==> config.mk <==
export PLATFORM = sky130hd
export DESIGN_NAME = nearest_neighbor_pixel_scaler
export DESIGN_NICKNAME = d
export VERILOG_FILES = /design/src/design/nns_pkg.sv /design/src/design/nns_div.sv /design/src/design/nns_datapath.sv /design/src/design/nns_ctrl.sv /design/src/design/nearest_neighbor_pixel_scaler.sv
export SDC_FILE = /design/constraint.sdc
export NUM_CORES = 2
export LEC_CHECK = 0
export BUFFER_PORTS_ARGS = -buffer_cell sky130_fd_sc_hd__buf_2
export CAP_MARGIN = 15
export CELL_PAD_IN_SITES_DETAIL_PLACEMENT = 1
export CELL_PAD_IN_SITES_GLOBAL_PLACEMENT = 2
export CORE_UTILIZATION = 35
export DETAILED_ROUTE_END_ITERATION = 16
export GPL_ROUTABILITY_DRIVEN = 1
export PLACE_DENSITY_LB_ADDON = 0.25
export RECOVER_POWER = 100
export SLEW_MARGIN = 20
export SYNTH_ARGS = -nofsm -noshare
export SYNTH_HDL_FRONTEND = slang
export SYNTH_SLANG_ARGS = --single-unit
==> constraint.sdc <==
create_clock -name clk_i -period 9.54 [get_ports clk_i]
set_clock_uncertainty 0.2 [all_clocks]
set_input_delay 0.954 -clock clk_i [delete_from_list [all_inputs] [get_ports clk_i]]
set_output_delay 0.954 -clock clk_i [all_outputs]
set_load 0.01 [all_outputs]
==> src/design/nns_pkg.sv <==
// Shared types, constants and helpers for the nearest-neighbour pixel scaler.
package nns_pkg;

  // Default build-time limits
  localparam int unsigned SrcMaxDef     = 2048;
  localparam int unsigned DstMaxDef     = 4096;
  localparam int unsigned PixelBytesDef = 4;
  localparam int unsigned MaxFactorDef  = 8;

  // Configuration port
  localparam int unsigned CfgIndexW = 3;
  localparam int unsigned CfgDataW  = 32;

  localparam logic [CfgIndexW-1:0] RegSourceWidth  = 3'd0;
  localparam logic [CfgIndexW-1:0] RegSourceHeight = 3'd1;
  localparam logic [CfgIndexW-1:0] RegTargetWidth  = 3'd2;
  localparam logic [CfgIndexW-1:0] RegTargetHeight = 3'd3;
  localparam logic [CfgIndexW-1:0] RegTargetPitch  = 3'd4;
  localparam logic [CfgIndexW-1:0] RegTargetBase   = 3'd5;

  // Register reset values
  localparam logic [11:0] SourceWidthRst  = 12'd320;
  localparam logic [11:0] SourceHeightRst = 12'd200;
  localparam logic [12:0] TargetWidthRst  = 13'd640;
  localparam logic [12:0] TargetHeightRst = 13'd480;
  localparam logic [15:0] TargetPitchRst  = 16'd2560;
  localparam logic [31:0] TargetBaseRst   = 32'd0;

  // Controller to datapath
  typedef struct packed {
    logic load;       // latch the incoming word
    logic start_div;  // compute the step factors
    logic calc;       // size the block and advance the scan
    logic addr;       // form the first row address
    logic emit;       // move one write into the output register
  } cmd_t;

  // Datapath to controller
  typedef struct packed {
    logic div_done;
    logic factors_ok;
    logic blk_empty;
    logic out_free;
    logic blk_last;
  } status_t;

  // Zero reads as one, oversize reads as the limit
  function automatic logic [31:0] clamp_size(input logic [31:0] v, input logic [31:0] lim);
    logic [31:0] r;
    if (v == 32'd0) begin
      r = 32'd1;
    end else if (v > lim) begin
      r = lim;
    end else begin
      r = v;
    end
    return r;
  endfunction

endpackage

==> src/design/nns_div.sv <==
// Restoring divider, one quotient bit per cycle.
module nns_div import nns_pkg::*; #(
  parameter int unsigned N_W = 13,
  parameter int unsigned D_W = 12
) (
  input  logic           clk_i,
  input  logic           rst_ni,
  input  logic           start_i,
  input  logic [N_W-1:0] num_i,
  input  logic [D_W-1:0] den_i,
  output logic           done_o,
  output logic [N_W-1:0] quo_o,
  output logic [D_W-1:0] rem_o
);

  localparam int unsigned CntW = $clog2(N_W + 1);

  logic           busy_q;
  logic           done_q;
  logic [CntW-1:0] cnt_q;
  logic [N_W-1:0] quo_q;
  logic [D_W-1:0] rem_q;
  logic [D_W:0]   trial;
  logic           ge;

  assign trial = {rem_q, quo_q[N_W-1]};
  assign ge    = trial >= {1'b0, den_i};

  always_ff @(posedge clk_i or negedge rst_ni) begin
    if (!rst_ni) begin
      busy_q <= 1'b0;
      done_q <= 1'b0;
      cnt_q  <= '0;
    end else begin
      done_q <= 1'b0;
      if (start_i) begin
        busy_q <= 1'b1;
        cnt_q  <= '0;
      end else if (busy_q) begin
        cnt_q <= cnt_q + CntW'(1);
        if (cnt_q == CntW'(N_W - 1)) begin
          busy_q <= 1'b0;
          done_q <= 1'b1;
        end
      end
    end
  end

  always_ff @(posedge clk_i) begin
    if (start_i) begin
      quo_q <= num_i;
      rem_q <= '0;
    end else if (busy_q) begin
      quo_q <= {quo_q[N_W-2:0], ge};
      rem_q <= ge ? D_W'(trial - {1'b0, den_i}) : trial[D_W-1:0];
    end
  end

  assign done_o = done_q;
  assign quo_o  = quo_q;
  assign rem_o  = rem_q;

endmodule

==> src/design/nns_datapath.sv <==
// Datapath: registers, scan accumulators, block counters and output word.
module nns_datapath import nns_pkg::*; #(
  parameter int unsigned SRC_MAX     = SrcMaxDef,
  parameter int unsigned DST_MAX     = DstMaxDef,
  parameter int unsigned PIXEL_BYTES = PixelBytesDef,
  parameter int unsigned MAX_FACTOR  = MaxFactorDef
) (
  input  logic                 clk_i,
  input  logic                 rst_ni,
  input  logic                 cfg_we_i,
  input  logic [CfgIndexW-1:0] cfg_index_i,
  input  logic [CfgDataW-1:0]  cfg_data_i,
  input  logic [31:0]          pixel_in_i,
  input  cmd_t                 cmd_i,
  output status_t              status_o,
  input  logic                 out_stall_i,
  output logic                 out_valid_o,
  output logic [31:0]          pixel_out_o,
  output logic [11:0]          dest_column_o,
  output logic [11:0]          dest_row_o,
  output logic [31:0]          dest_address_o,
  output logic                 run_last_o
);

  localparam int unsigned SW_W = $clog2(SRC_MAX + 1);
  localparam int unsigned DW_W = $clog2(DST_MAX + 1);
  localparam int unsigned FW   = $clog2(MAX_FACTOR + 1);
  localparam int unsigned PW   = DW_W + 16;

  // Configuration registers
  logic [11:0] src_w_q, src_h_q;
  logic [12:0] dst_w_q, dst_h_q;
  logic [15:0] pitch_q;
  logic [31:0] base_q;

  logic [SW_W-1:0] sw, sh;
  logic [DW_W-1:0] dw, dh;

  assign sw = SW_W'(clamp_size(32'(src_w_q), 32'(SRC_MAX)));
  assign sh = SW_W'(clamp_size(32'(src_h_q), 32'(SRC_MAX)));
  assign dw = DW_W'(clamp_size(32'(dst_w_q), 32'(DST_MAX)));
  assign dh = DW_W'(clamp_size(32'(dst_h_q), 32'(DST_MAX)));

  always_ff @(posedge clk_i or negedge rst_ni) begin
    if (!rst_ni) begin
      src_w_q <= SourceWidthRst;
      src_h_q <= SourceHeightRst;
      dst_w_q <= TargetWidthRst;
      dst_h_q <= TargetHeightRst;
      pitch_q <= TargetPitchRst;
      base_q  <= TargetBaseRst;
    end else if (cfg_we_i) begin
      case (cfg_index_i)
        RegSourceWidth:  src_w_q <= cfg_data_i[11:0];
        RegSourceHeight: src_h_q <= cfg_data_i[11:0];
        RegTargetWidth:  dst_w_q <= cfg_data_i[12:0];
        RegTargetHeight: dst_h_q <= cfg_data_i[12:0];
        RegTargetPitch:  pitch_q <= cfg_data_i[15:0];
        RegTargetBase:   base_q  <= cfg_data_i;
        default: ;
      endcase
    end
  end

  // Step factors: destination span per source step = q + (0 or 1)
  logic            col_done, row_done;
  logic [DW_W-1:0] col_q_f, row_q_f;
  logic [SW_W-1:0] col_r_f, row_r_f;
  logic            factors_ok_q;

  nns_div #(.N_W(DW_W), .D_W(SW_W)) u_div_col (
    .clk_i   (clk_i),
    .rst_ni  (rst_ni),
    .start_i (cmd_i.start_div),
    .num_i   (dw),
    .den_i   (sw),
    .done_o  (col_done),
    .quo_o   (col_q_f),
    .rem_o   (col_r_f)
  );

  nns_div #(.N_W(DW_W), .D_W(SW_W)) u_div_row (
    .clk_i   (clk_i),
    .rst_ni  (rst_ni),
    .start_i (cmd_i.start_div),
    .num_i   (dh),
    .den_i   (sh),
    .done_o  (row_done),
    .quo_o   (row_q_f),
    .rem_o   (row_r_f)
  );

  always_ff @(posedge clk_i or negedge rst_ni) begin
    if (!rst_ni) begin
      factors_ok_q <= 1'b0;
    end else if (cfg_we_i) begin
      factors_ok_q <= 1'b0;
    end else if (col_done) begin
      factors_ok_q <= 1'b1;
    end
  end

  // Scan accumulators; rem holds start*s minus the threshold so far
  logic [SW_W-1:0] src_col_q, src_row_q;
  logic [DW_W-1:0] col_start_q, row_start_q;
  logic [SW_W-1:0] col_rem_q, row_rem_q;

  logic [DW_W-1:0] nc, nr;
  logic [SW_W-1:0] col_rem_nx, row_rem_nx;
  logic [SW_W-1:0] src_col_inc, src_row_inc;
  logic            col_wrap, row_wrap;

  always_comb begin
    if (col_rem_q >= col_r_f) begin
      nc         = col_q_f;
      col_rem_nx = col_rem_q - col_r_f;
    end else begin
      nc         = col_q_f + DW_W'(1);
      col_rem_nx = SW_W'({1'b0, col_rem_q} + {1'b0, sw} - {1'b0, col_r_f});
    end
    if (row_rem_q >= row_r_f) begin
      nr         = row_q_f;
      row_rem_nx = row_rem_q - row_r_f;
    end else begin
      nr         = row_q_f + DW_W'(1);
      row_rem_nx = SW_W'({1'b0, row_rem_q} + {1'b0, sh} - {1'b0, row_r_f});
    end
  end

  assign src_col_inc = src_col_q + SW_W'(1);
  assign src_row_inc = src_row_q + SW_W'(1);
  assign col_wrap    = src_col_inc >= sw;
  assign row_wrap    = src_row_inc >= sh;

  always_ff @(posedge clk_i or negedge rst_ni) begin
    if (!rst_ni) begin
      src_col_q   <= '0;
      src_row_q   <= '0;
      col_start_q <= '0;
      row_start_q <= '0;
      col_rem_q   <= '0;
      row_rem_q   <= '0;
    end else if (cfg_we_i) begin
      src_col_q   <= '0;
      src_row_q   <= '0;
      col_start_q <= '0;
      row_start_q <= '0;
      col_rem_q   <= '0;
      row_rem_q   <= '0;
    end else if (cmd_i.calc) begin
      if (!col_wrap) begin
        src_col_q   <= src_col_inc;
        col_start_q <= col_start_q + nc;
        col_rem_q   <= col_rem_nx;
      end else begin
        src_col_q   <= '0;
        col_start_q <= '0;
        col_rem_q   <= '0;
        if (row_wrap) begin
          // end of window: restart at the first pixel
          src_row_q   <= '0;
          row_start_q <= '0;
          row_rem_q   <= '0;
        end else begin
          src_row_q   <= src_row_inc;
          row_start_q <= row_start_q + nr;
          row_rem_q   <= row_rem_nx;
        end
      end
    end
  end

  // Block geometry, clipped to the largest block emitted
  logic [FW-1:0] ec, er;
  assign ec = (nc > DW_W'(MAX_FACTOR)) ? FW'(MAX_FACTOR) : FW'(nc);
  assign er = (nr > DW_W'(MAX_FACTOR)) ? FW'(MAX_FACTOR) : FW'(nr);

  logic [31:0]     pix_q;
  logic [DW_W-1:0] blk_col0_q, cur_col_q, cur_row_q;
  logic [FW-1:0]   ec_q, er_q, c_cnt_q, r_cnt_q;
  logic [PW-1:0]   prod_q;
  logic [31:0]     row_addr_q, col0_off_q, col_off_q;
  logic            c_end, r_end;

  assign c_end = c_cnt_q == (ec_q - FW'(1));
  assign r_end = r_cnt_q == (er_q - FW'(1));

  always_ff @(posedge clk_i) begin
    if (cmd_i.load) begin
      pix_q <= pixel_in_i;
    end
    if (cmd_i.calc) begin
      blk_col0_q <= col_start_q;
      cur_col_q  <= col_start_q;
      cur_row_q  <= row_start_q;
      ec_q       <= ec;
      er_q       <= er;
      c_cnt_q    <= '0;
      r_cnt_q    <= '0;
      prod_q     <= PW'(row_start_q) * PW'(pitch_q);
    end
    if (cmd_i.addr) begin
      row_addr_q <= base_q + 32'(prod_q);
      col0_off_q <= 32'(blk_col0_q) * 32'(PIXEL_BYTES);
      col_off_q  <= 32'(blk_col0_q) * 32'(PIXEL_BYTES);
    end
    if (cmd_i.emit) begin
      if (c_end) begin
        // wrap to the block's first column, step one row down
        c_cnt_q    <= '0;
        cur_col_q  <= blk_col0_q;
        col_off_q  <= col0_off_q;
        r_cnt_q    <= r_cnt_q + FW'(1);
        cur_row_q  <= cur_row_q + DW_W'(1);
        row_addr_q <= row_addr_q + 32'(pitch_q);
      end else begin
        c_cnt_q   <= c_cnt_q + FW'(1);
        cur_col_q <= cur_col_q + DW_W'(1);
        col_off_q <= col_off_q + 32'(PIXEL_BYTES);
      end
    end
  end

  // Output register
  logic        out_valid_q;
  logic [31:0] out_pix_q, out_addr_q;
  logic [11:0] out_col_q, out_row_q;
  logic        out_last_q;
  logic        out_free;

  assign out_free = !out_valid_q || !out_stall_i;

  always_ff @(posedge clk_i or negedge rst_ni) begin
    if (!rst_ni) begin
      out_valid_q <= 1'b0;
    end else if (cmd_i.emit) begin
      out_valid_q <= 1'b1;
    end else if (!out_stall_i) begin
      out_valid_q <= 1'b0;
    end
  end

  always_ff @(posedge clk_i) begin
    if (cmd_i.emit) begin
      out_pix_q  <= pix_q;
      out_col_q  <= 12'(cur_col_q);
      out_row_q  <= 12'(cur_row_q);
      out_addr_q <= row_addr_q + col_off_q;
      out_last_q <= c_end && r_end;
    end
  end

  assign out_valid_o    = out_valid_q;
  assign pixel_out_o    = out_pix_q;
  assign dest_column_o  = out_col_q;
  assign dest_row_o     = out_row_q;
  assign dest_address_o = out_addr_q;
  assign run_last_o     = out_last_q;

  assign status_o.div_done   = col_done && row_done;
  assign status_o.factors_ok = factors_ok_q;
  assign status_o.blk_empty  = (nc == '0) || (nr == '0);
  assign status_o.out_free   = out_free;
  assign status_o.blk_last   = c_end && r_end;

  a_col_rem_range: assert property (@(posedge clk_i) disable iff (!rst_ni)
    col_rem_q < sw)
    else $error("column remainder out of range");

  a_row_rem_range: assert property (@(posedge clk_i) disable iff (!rst_ni)
    row_rem_q < sh)
    else $error("row remainder out of range");

  a_blk_count_range: assert property (@(posedge clk_i) disable iff (!rst_ni)
    cmd_i.emit |-> (c_cnt_q < ec_q) && (r_cnt_q < er_q))
    else $error("block counter beyond block size");

endmodule

==> src/design/nns_ctrl.sv <==
// Controller: sequences factor setup, block sizing, addressing and writes.
module nns_ctrl import nns_pkg::*; (
  input  logic    clk_i,
  input  logic    rst_ni,
  input  logic    in_valid_i,
  output logic    in_stall_o,
  input  status_t status_i,
  output cmd_t    cmd_o
);

  localparam logic [2:0] StIdle = 3'd0;
  localparam logic [2:0] StDiv  = 3'd1;
  localparam logic [2:0] StCalc = 3'd2;
  localparam logic [2:0] StAddr = 3'd3;
  localparam logic [2:0] StEmit = 3'd4;

  logic [2:0] state_q, state_d;
  logic       accept;

  assign in_stall_o = state_q != StIdle;
  assign accept     = in_valid_i && (state_q == StIdle);

  always_comb begin
    state_d         = state_q;
    cmd_o           = '0;
    cmd_o.load      = accept;
    case (state_q)
      StIdle: begin
        if (accept) begin
          if (status_i.factors_ok) begin
            state_d = StCalc;
          end else begin
            cmd_o.start_div = 1'b1;
            state_d         = StDiv;
          end
        end
      end
      StDiv: begin
        if (status_i.div_done) begin
          state_d = StCalc;
        end
      end
      StCalc: begin
        cmd_o.calc = 1'b1;
        // a pixel that covers nothing still advances the scan
        state_d = status_i.blk_empty ? StIdle : StAddr;
      end
      StAddr: begin
        cmd_o.addr = 1'b1;
        state_d    = StEmit;
      end
      StEmit: begin
        if (status_i.out_free) begin
          cmd_o.emit = 1'b1;
          if (status_i.blk_last) begin
            state_d = StIdle;
          end
        end
      end
      default: begin
        state_d = StIdle;
      end
    endcase
  end

  always_ff @(posedge clk_i or negedge rst_ni) begin
    if (!rst_ni) begin
      state_q <= StIdle;
    end else begin
      state_q <= state_d;
    end
  end

  a_emit_hold: assert property (@(posedge clk_i) disable iff (!rst_ni)
    (state_q == StEmit) && !status_i.out_free |=> state_q == StEmit)
    else $error("left emission while output was blocked");

  a_div_before_calc: assert property (@(posedge clk_i) disable iff (!rst_ni)
    (state_q == StDiv) |-> !status_i.factors_ok)
    else $error("factor computation running with factors already valid");

endmodule

==> src/design/nearest_neighbor_pixel_scaler.sv <==
// Nearest-neighbour pixel scaler: top level joining controller and datapath.
//
// Source pixels enter one word at a time in raster order; each is written out
// over the destination block it covers, row by row, left to right, with the
// column, row and byte address of every write and a mark on the block's last
// write. No new pixel is taken until the current one is done: after accept the
// block is sized, the first row address is formed, and then one write per cycle
// moves into the output register while the output is not stalled; a pixel that
// covers nothing returns to idle straight after sizing. After reset or any
// register write the first pixel also waits for the per-step factors, worked out
// by a one-bit-per-cycle divider. Blocks are clipped to MAX_FACTOR columns and
// rows. Any register write restarts the scan at the window's first pixel.
module nearest_neighbor_pixel_scaler import nns_pkg::*; #(
  parameter int unsigned SRC_MAX     = SrcMaxDef,
  parameter int unsigned DST_MAX     = DstMaxDef,
  parameter int unsigned PIXEL_BYTES = PixelBytesDef,
  parameter int unsigned MAX_FACTOR  = MaxFactorDef
) (
  input  logic                 clk_i,
  input  logic                 rst_ni,
  input  logic                 cfg_we_i,
  input  logic [CfgIndexW-1:0] cfg_index_i,
  input  logic [CfgDataW-1:0]  cfg_data_i,
  input  logic                 in_valid_i,
  output logic                 in_stall_o,
  input  logic [31:0]          pixel_in_i,
  output logic                 out_valid_o,
  input  logic                 out_stall_i,
  output logic [31:0]          pixel_out_o,
  output logic [11:0]          dest_column_o,
  output logic [11:0]          dest_row_o,
  output logic [31:0]          dest_address_o,
  output logic                 run_last_o
);

  cmd_t    cmd;
  status_t status;

  nns_ctrl u_ctrl (
    .clk_i      (clk_i),
    .rst_ni     (rst_ni),
    .in_valid_i (in_valid_i),
    .in_stall_o (in_stall_o),
    .status_i   (status),
    .cmd_o      (cmd)
  );

  nns_datapath #(
    .SRC_MAX     (SRC_MAX),
    .DST_MAX     (DST_MAX),
    .PIXEL_BYTES (PIXEL_BYTES),
    .MAX_FACTOR  (MAX_FACTOR)
  ) u_datapath (
    .clk_i          (clk_i),
    .rst_ni         (rst_ni),
    .cfg_we_i       (cfg_we_i),
    .cfg_index_i    (cfg_index_i),
    .cfg_data_i     (cfg_data_i),
    .pixel_in_i     (pixel_in_i),
    .cmd_i          (cmd),
    .status_o       (status),
    .out_stall_i    (out_stall_i),
    .out_valid_o    (out_valid_o),
    .pixel_out_o    (pixel_out_o),
    .dest_column_o  (dest_column_o),
    .dest_row_o     (dest_row_o),
    .dest_address_o (dest_address_o),
    .run_last_o     (run_last_o)
  );

endmodule

==> summary.txt <==
CTS
  • Clock Tree Buf Depth: 3
  • Worst-Skew Late Latency: 0.67 ns
  • Hold_buf cts: 0
  • TritonCTS clock tree: done
  • H-tree levels: 2
  • # resized after CTS: 0
  • Clock transition at path regs: 0.06 ns
  • Clock Sinks: a little over 500
  • Root Driver: clkbuf_16
  • Postcts setup bufs: 0
  • TritonCTS buffer count: around 60

Route
  • 1st-iter DRT viols: 1200
  • Final WL: between 100000 and 150000 um
  • DRC Markers: 0
  • Top routing layer in use: met5
  • DR pass1 iterations: 5
  • Detailed-route wire length per cell: approximately 20 um
  • DR vias/cell: ~5.2
  • Met3 wire length: around 3800 um
  • WL met1: 50520 um
  • DR vias: 27430
  • Detail Route met2 WL: around 50000 um
  • Final ANT Viol Nets: 0

Place
  • Placed cell areas: slightly below 0.04 sq mm
  • DP HPWL: around 80000 um
  • Number of port buffers: roughly 160
  • Placed Cells: approximately 5200
  • Final GP Congestion: a little over 0.8
  • Pre-CTS WS: 2.815 ns

Timing
  • Setup TNS: 0 ns
  • Share of the clock period used by the worst path: 0.7688
  • Endpoints failing setup: 0
  • Final Worst Setup Slack: 2.206 ns
  • Hold slack: between 0.2 and 0.25 ns
  • Unrepaired setup endpoints after global routing: false
  • Final min period: 7.334 ns
  • Fin. Hold Viols: 0
  • Slew at the pin closest to its max-slew limit: approximately 4 ns
  • Fmax: 136.4 MHz
  • Slew headroom: -1.678
  • Max-slew violations: around 530

Critical path
  • Crit Path Category: reg2reg
  • Crit path capture type: flip-flop
  • Worst path required time: ~10 ns
  • Critical path arrival: approximately 7.7 ns
  • CP max FO: 32
  • Reg2Reg Depth: 20
  • Startpoint Class: flip-flop

Final layout
  • Finished Cell Area: just over 0.04 sq mm
  • Fillers: ~12000
  • P&R area growth vs syn: 11.27%
  • Nets: roughly 4400
  • Post-route insts no fill: between 5000 and 6000
  • Layout cells sized above 1: 0.08229

Synthesis
  • Synthesized Nets: 4271
  • Synth Register Bits: between 500 and 600
  • Netlist Area Pre-Place: 0.03690 sq mm
  • Async S/R FF share, synth: 0.3656
  • Synth Flop Type: edfxtp_1
  • Register area share after synthesis: 0.3761
  • Yosys warnings: 0
  • Yosys cell types: 83
  • Post-synthesis area per instance: 9.889 sq um
  • Post-synth EDFFs: 256
  • Post-synthesis instance total: roughly 3700

Floorplanning
  • Num rows: ~120
  • Num ports: about 160
  • Initial Utilization: 0.3550
  • Chip Width: roughly 330 um
  • Die Ht: roughly 330 um
  • Core area: a little over 0.1 sq mm
  • Full die area: between 0.1 and 0.15 sq mm

Run status
  • Status: finished with violations
  • Failing checks: capacitance limit, slew limit

Global routing
  • Antenna violations before repair: 4
  • Total GRT Usage: 0.1998
  • First-pass GRT wire length: about 170000 um
  • Vias in the first global route: ~29000
  • Largest net degree at the start of global routing: between 100 and 150
  • Remaining global-route overflow: 0

Power
  • Clk pwr share: 0.155
  • Internal power: just under 9 mW
  • Reg power frac: 0.259
  • Max VDD drop: 0.2389 mV
  • Sw frac: 0.4572
  • Leakage power: between 15 and 20 nW
  • Switch Pwr: 7.330 mW
  • Power per Cell Area: between 300 and 400 mW/mm^2
  • Combinational share of power: 0.586

Job
  • Max Cap Viol: 12

Worst hold path
  • Hold Crit Class: reg2reg
  • Hold Path Stages: 0
==> layout by cell type, fill, tap and decap left out, drive strengths merged, types with 15 or more instances in the layout <==
cell and count:
mux2i 27, nor2 225, a211oi 37, a22o 35, fa 185, a21o 60, clkbuf 183, clkinv 26
xnor2 151, o31ai 27, inv 385, dfxtp 72, nor2b 29, ha 283, o21ai 176, dfrtp 176
o211ai 19, nor4 19, and2 125, mux2 102, a21oi 203, edfxtp 256, nand3 88, xor2 107
nor3 58, nand2b 28, or3 24, o21a 25, o21bai 15, and4 17, buf 78, nand2 362
nand4 44, and3 44, a31oi 29
==> synth_stat cells, drive strengths merged (72+ instances only) <==
library cell  count  area share
dfxtp            72       0.039
clkbuf          120       0.012
xnor2           151       0.036
nand3            88       0.012
nor2            225       0.023
dfrtp           176        0.12
nand2           362       0.037
o21ai           176       0.024
a21oi           203       0.028
inv             384       0.039
xor2            107       0.025
and2            125       0.021
fa              185        0.10
edfxtp          256        0.21
ha              283       0.096
mux2            102       0.031
==> registers in the layout, summed over array words and instances, names as in the netlist, 16 cells and up <==
register	flops
u_datapath.base_q	32
u_datapath.col_off_q	30
u_datapath.dest_address_o	32
u_datapath.pitch_q	16
u_datapath.pix_q	32
u_datapath.pixel_out_o	32
u_datapath.prod_q	29
u_datapath.row_addr_q	32
==> cells by family after synthesis <==
kind of cell / share of synthesized area
AND/OR/NAND/NOR: 0.1463
AO/OA/AOI/OAI: 0.1285
flip-flops: 0.3761
buffers and inverters: 0.05294
adder cells (fa/ha/maj): 0.1964
XOR/XNOR: 0.06145
multiplexers: 0.03846
==> worst max-delay path, cell delays in order (launching register included) <==
cell and delay [ns]:
dfxtp_1 0.48, ha_1 0.24, inv_1 0.06, fa_1 0.41, nand3_1 0.16, a31oi_1 0.13
o41ai_1 1.50, clkbuf_1 1.14, xor2_1 0.24, ha_1 0.21, inv_1 0.05, fa_1 0.40
nor2b_1 0.13, o21a_1 0.16, o21ai_0 0.13, a2111oi_0 0.61, nor2_1 0.12, a21oi_1 0.19
xnor2_1 0.22, o21ai_0 0.13, mux2_2 0.32
==> power groups by stage <==
stage	clock network, mW	registers, mW	logic, mW
global route	2.63	4.26	10.8
floorplan	0	3.74	7.31
global placement	0	4.18	9.43
detailed placement	0	4.20	9.53
CTS	2.56	4.16	9.61
finish	2.48	4.15	9.40
==> through the flow <==
stage / power, mW / util
after global placement: 13.61 / 0.3771
after global routing: 17.66 / 0.3949
final: 16.03 / 0.3950
after CTS: 16.33 / 0.3976
after detailed placement: 13.74 / 0.3771
after floorplan: 11.05 / -
==> layout make-up <==
type,instances,area [sq um],area share
diodes,2,5.005,0.0001219
repair buffers,186,824.5,0.02008
multi-input cells,2698,21050,0.5127
clock buffers,75,1639,0.03993
flip-flops and latches,517,13870,0.3380
inverters,384,1443,0.03514
well taps,1380,1727,0.04206
clock inverters,41,491.7,0.01198
==> final timing paths <==
| kind | from | to | slack (ns) |
|---|---|---|---|
| setup / recovery | u_datapath.u_div_col.rem_o[0]$_SDFFE_PP0P_ | u_datapath.col_start_q[12]$_DFFE_PN0P_ | 2.21 |
| hold / removal | u_datapath.pix_q[9]$_DFFE_PP_ | u_datapath.pixel_out_o[9]$_DFFE_PP_ | 0.21 |
| setup reg to reg | u_datapath.u_div_col.rem_o[0]$_SDFFE_PP0P_ | u_datapath.col_start_q[12]$_DFFE_PN0P_ | 2.21 |
| hold reg to reg | u_datapath.pix_q[9]$_DFFE_PP_ | u_datapath.pixel_out_o[9]$_DFFE_PP_ | 0.21 |
| max in group asynchronous | rst_ni | u_datapath.u_div_col.cnt_q[0]$_DFFE_PN0P_ | 2.81 |
| min in group asynchronous | rst_ni | u_datapath.base_q[24]$_DFFE_PN0P_ | 1.08 |
==> per-layer routing <==
| layer | GRT usage | vias to the layer above |
|---|---|---|
| met5 | 0 | - |
| met4 | 0.04439 | 6 |
| met3 | 0.02781 | 117 |
| met2 | 0.3334 | 390 |
| met1 | 0.2740 | 13680 |
| li1 | - | 13240 |
Note: power is estimated with default switching activity, not from simulation.
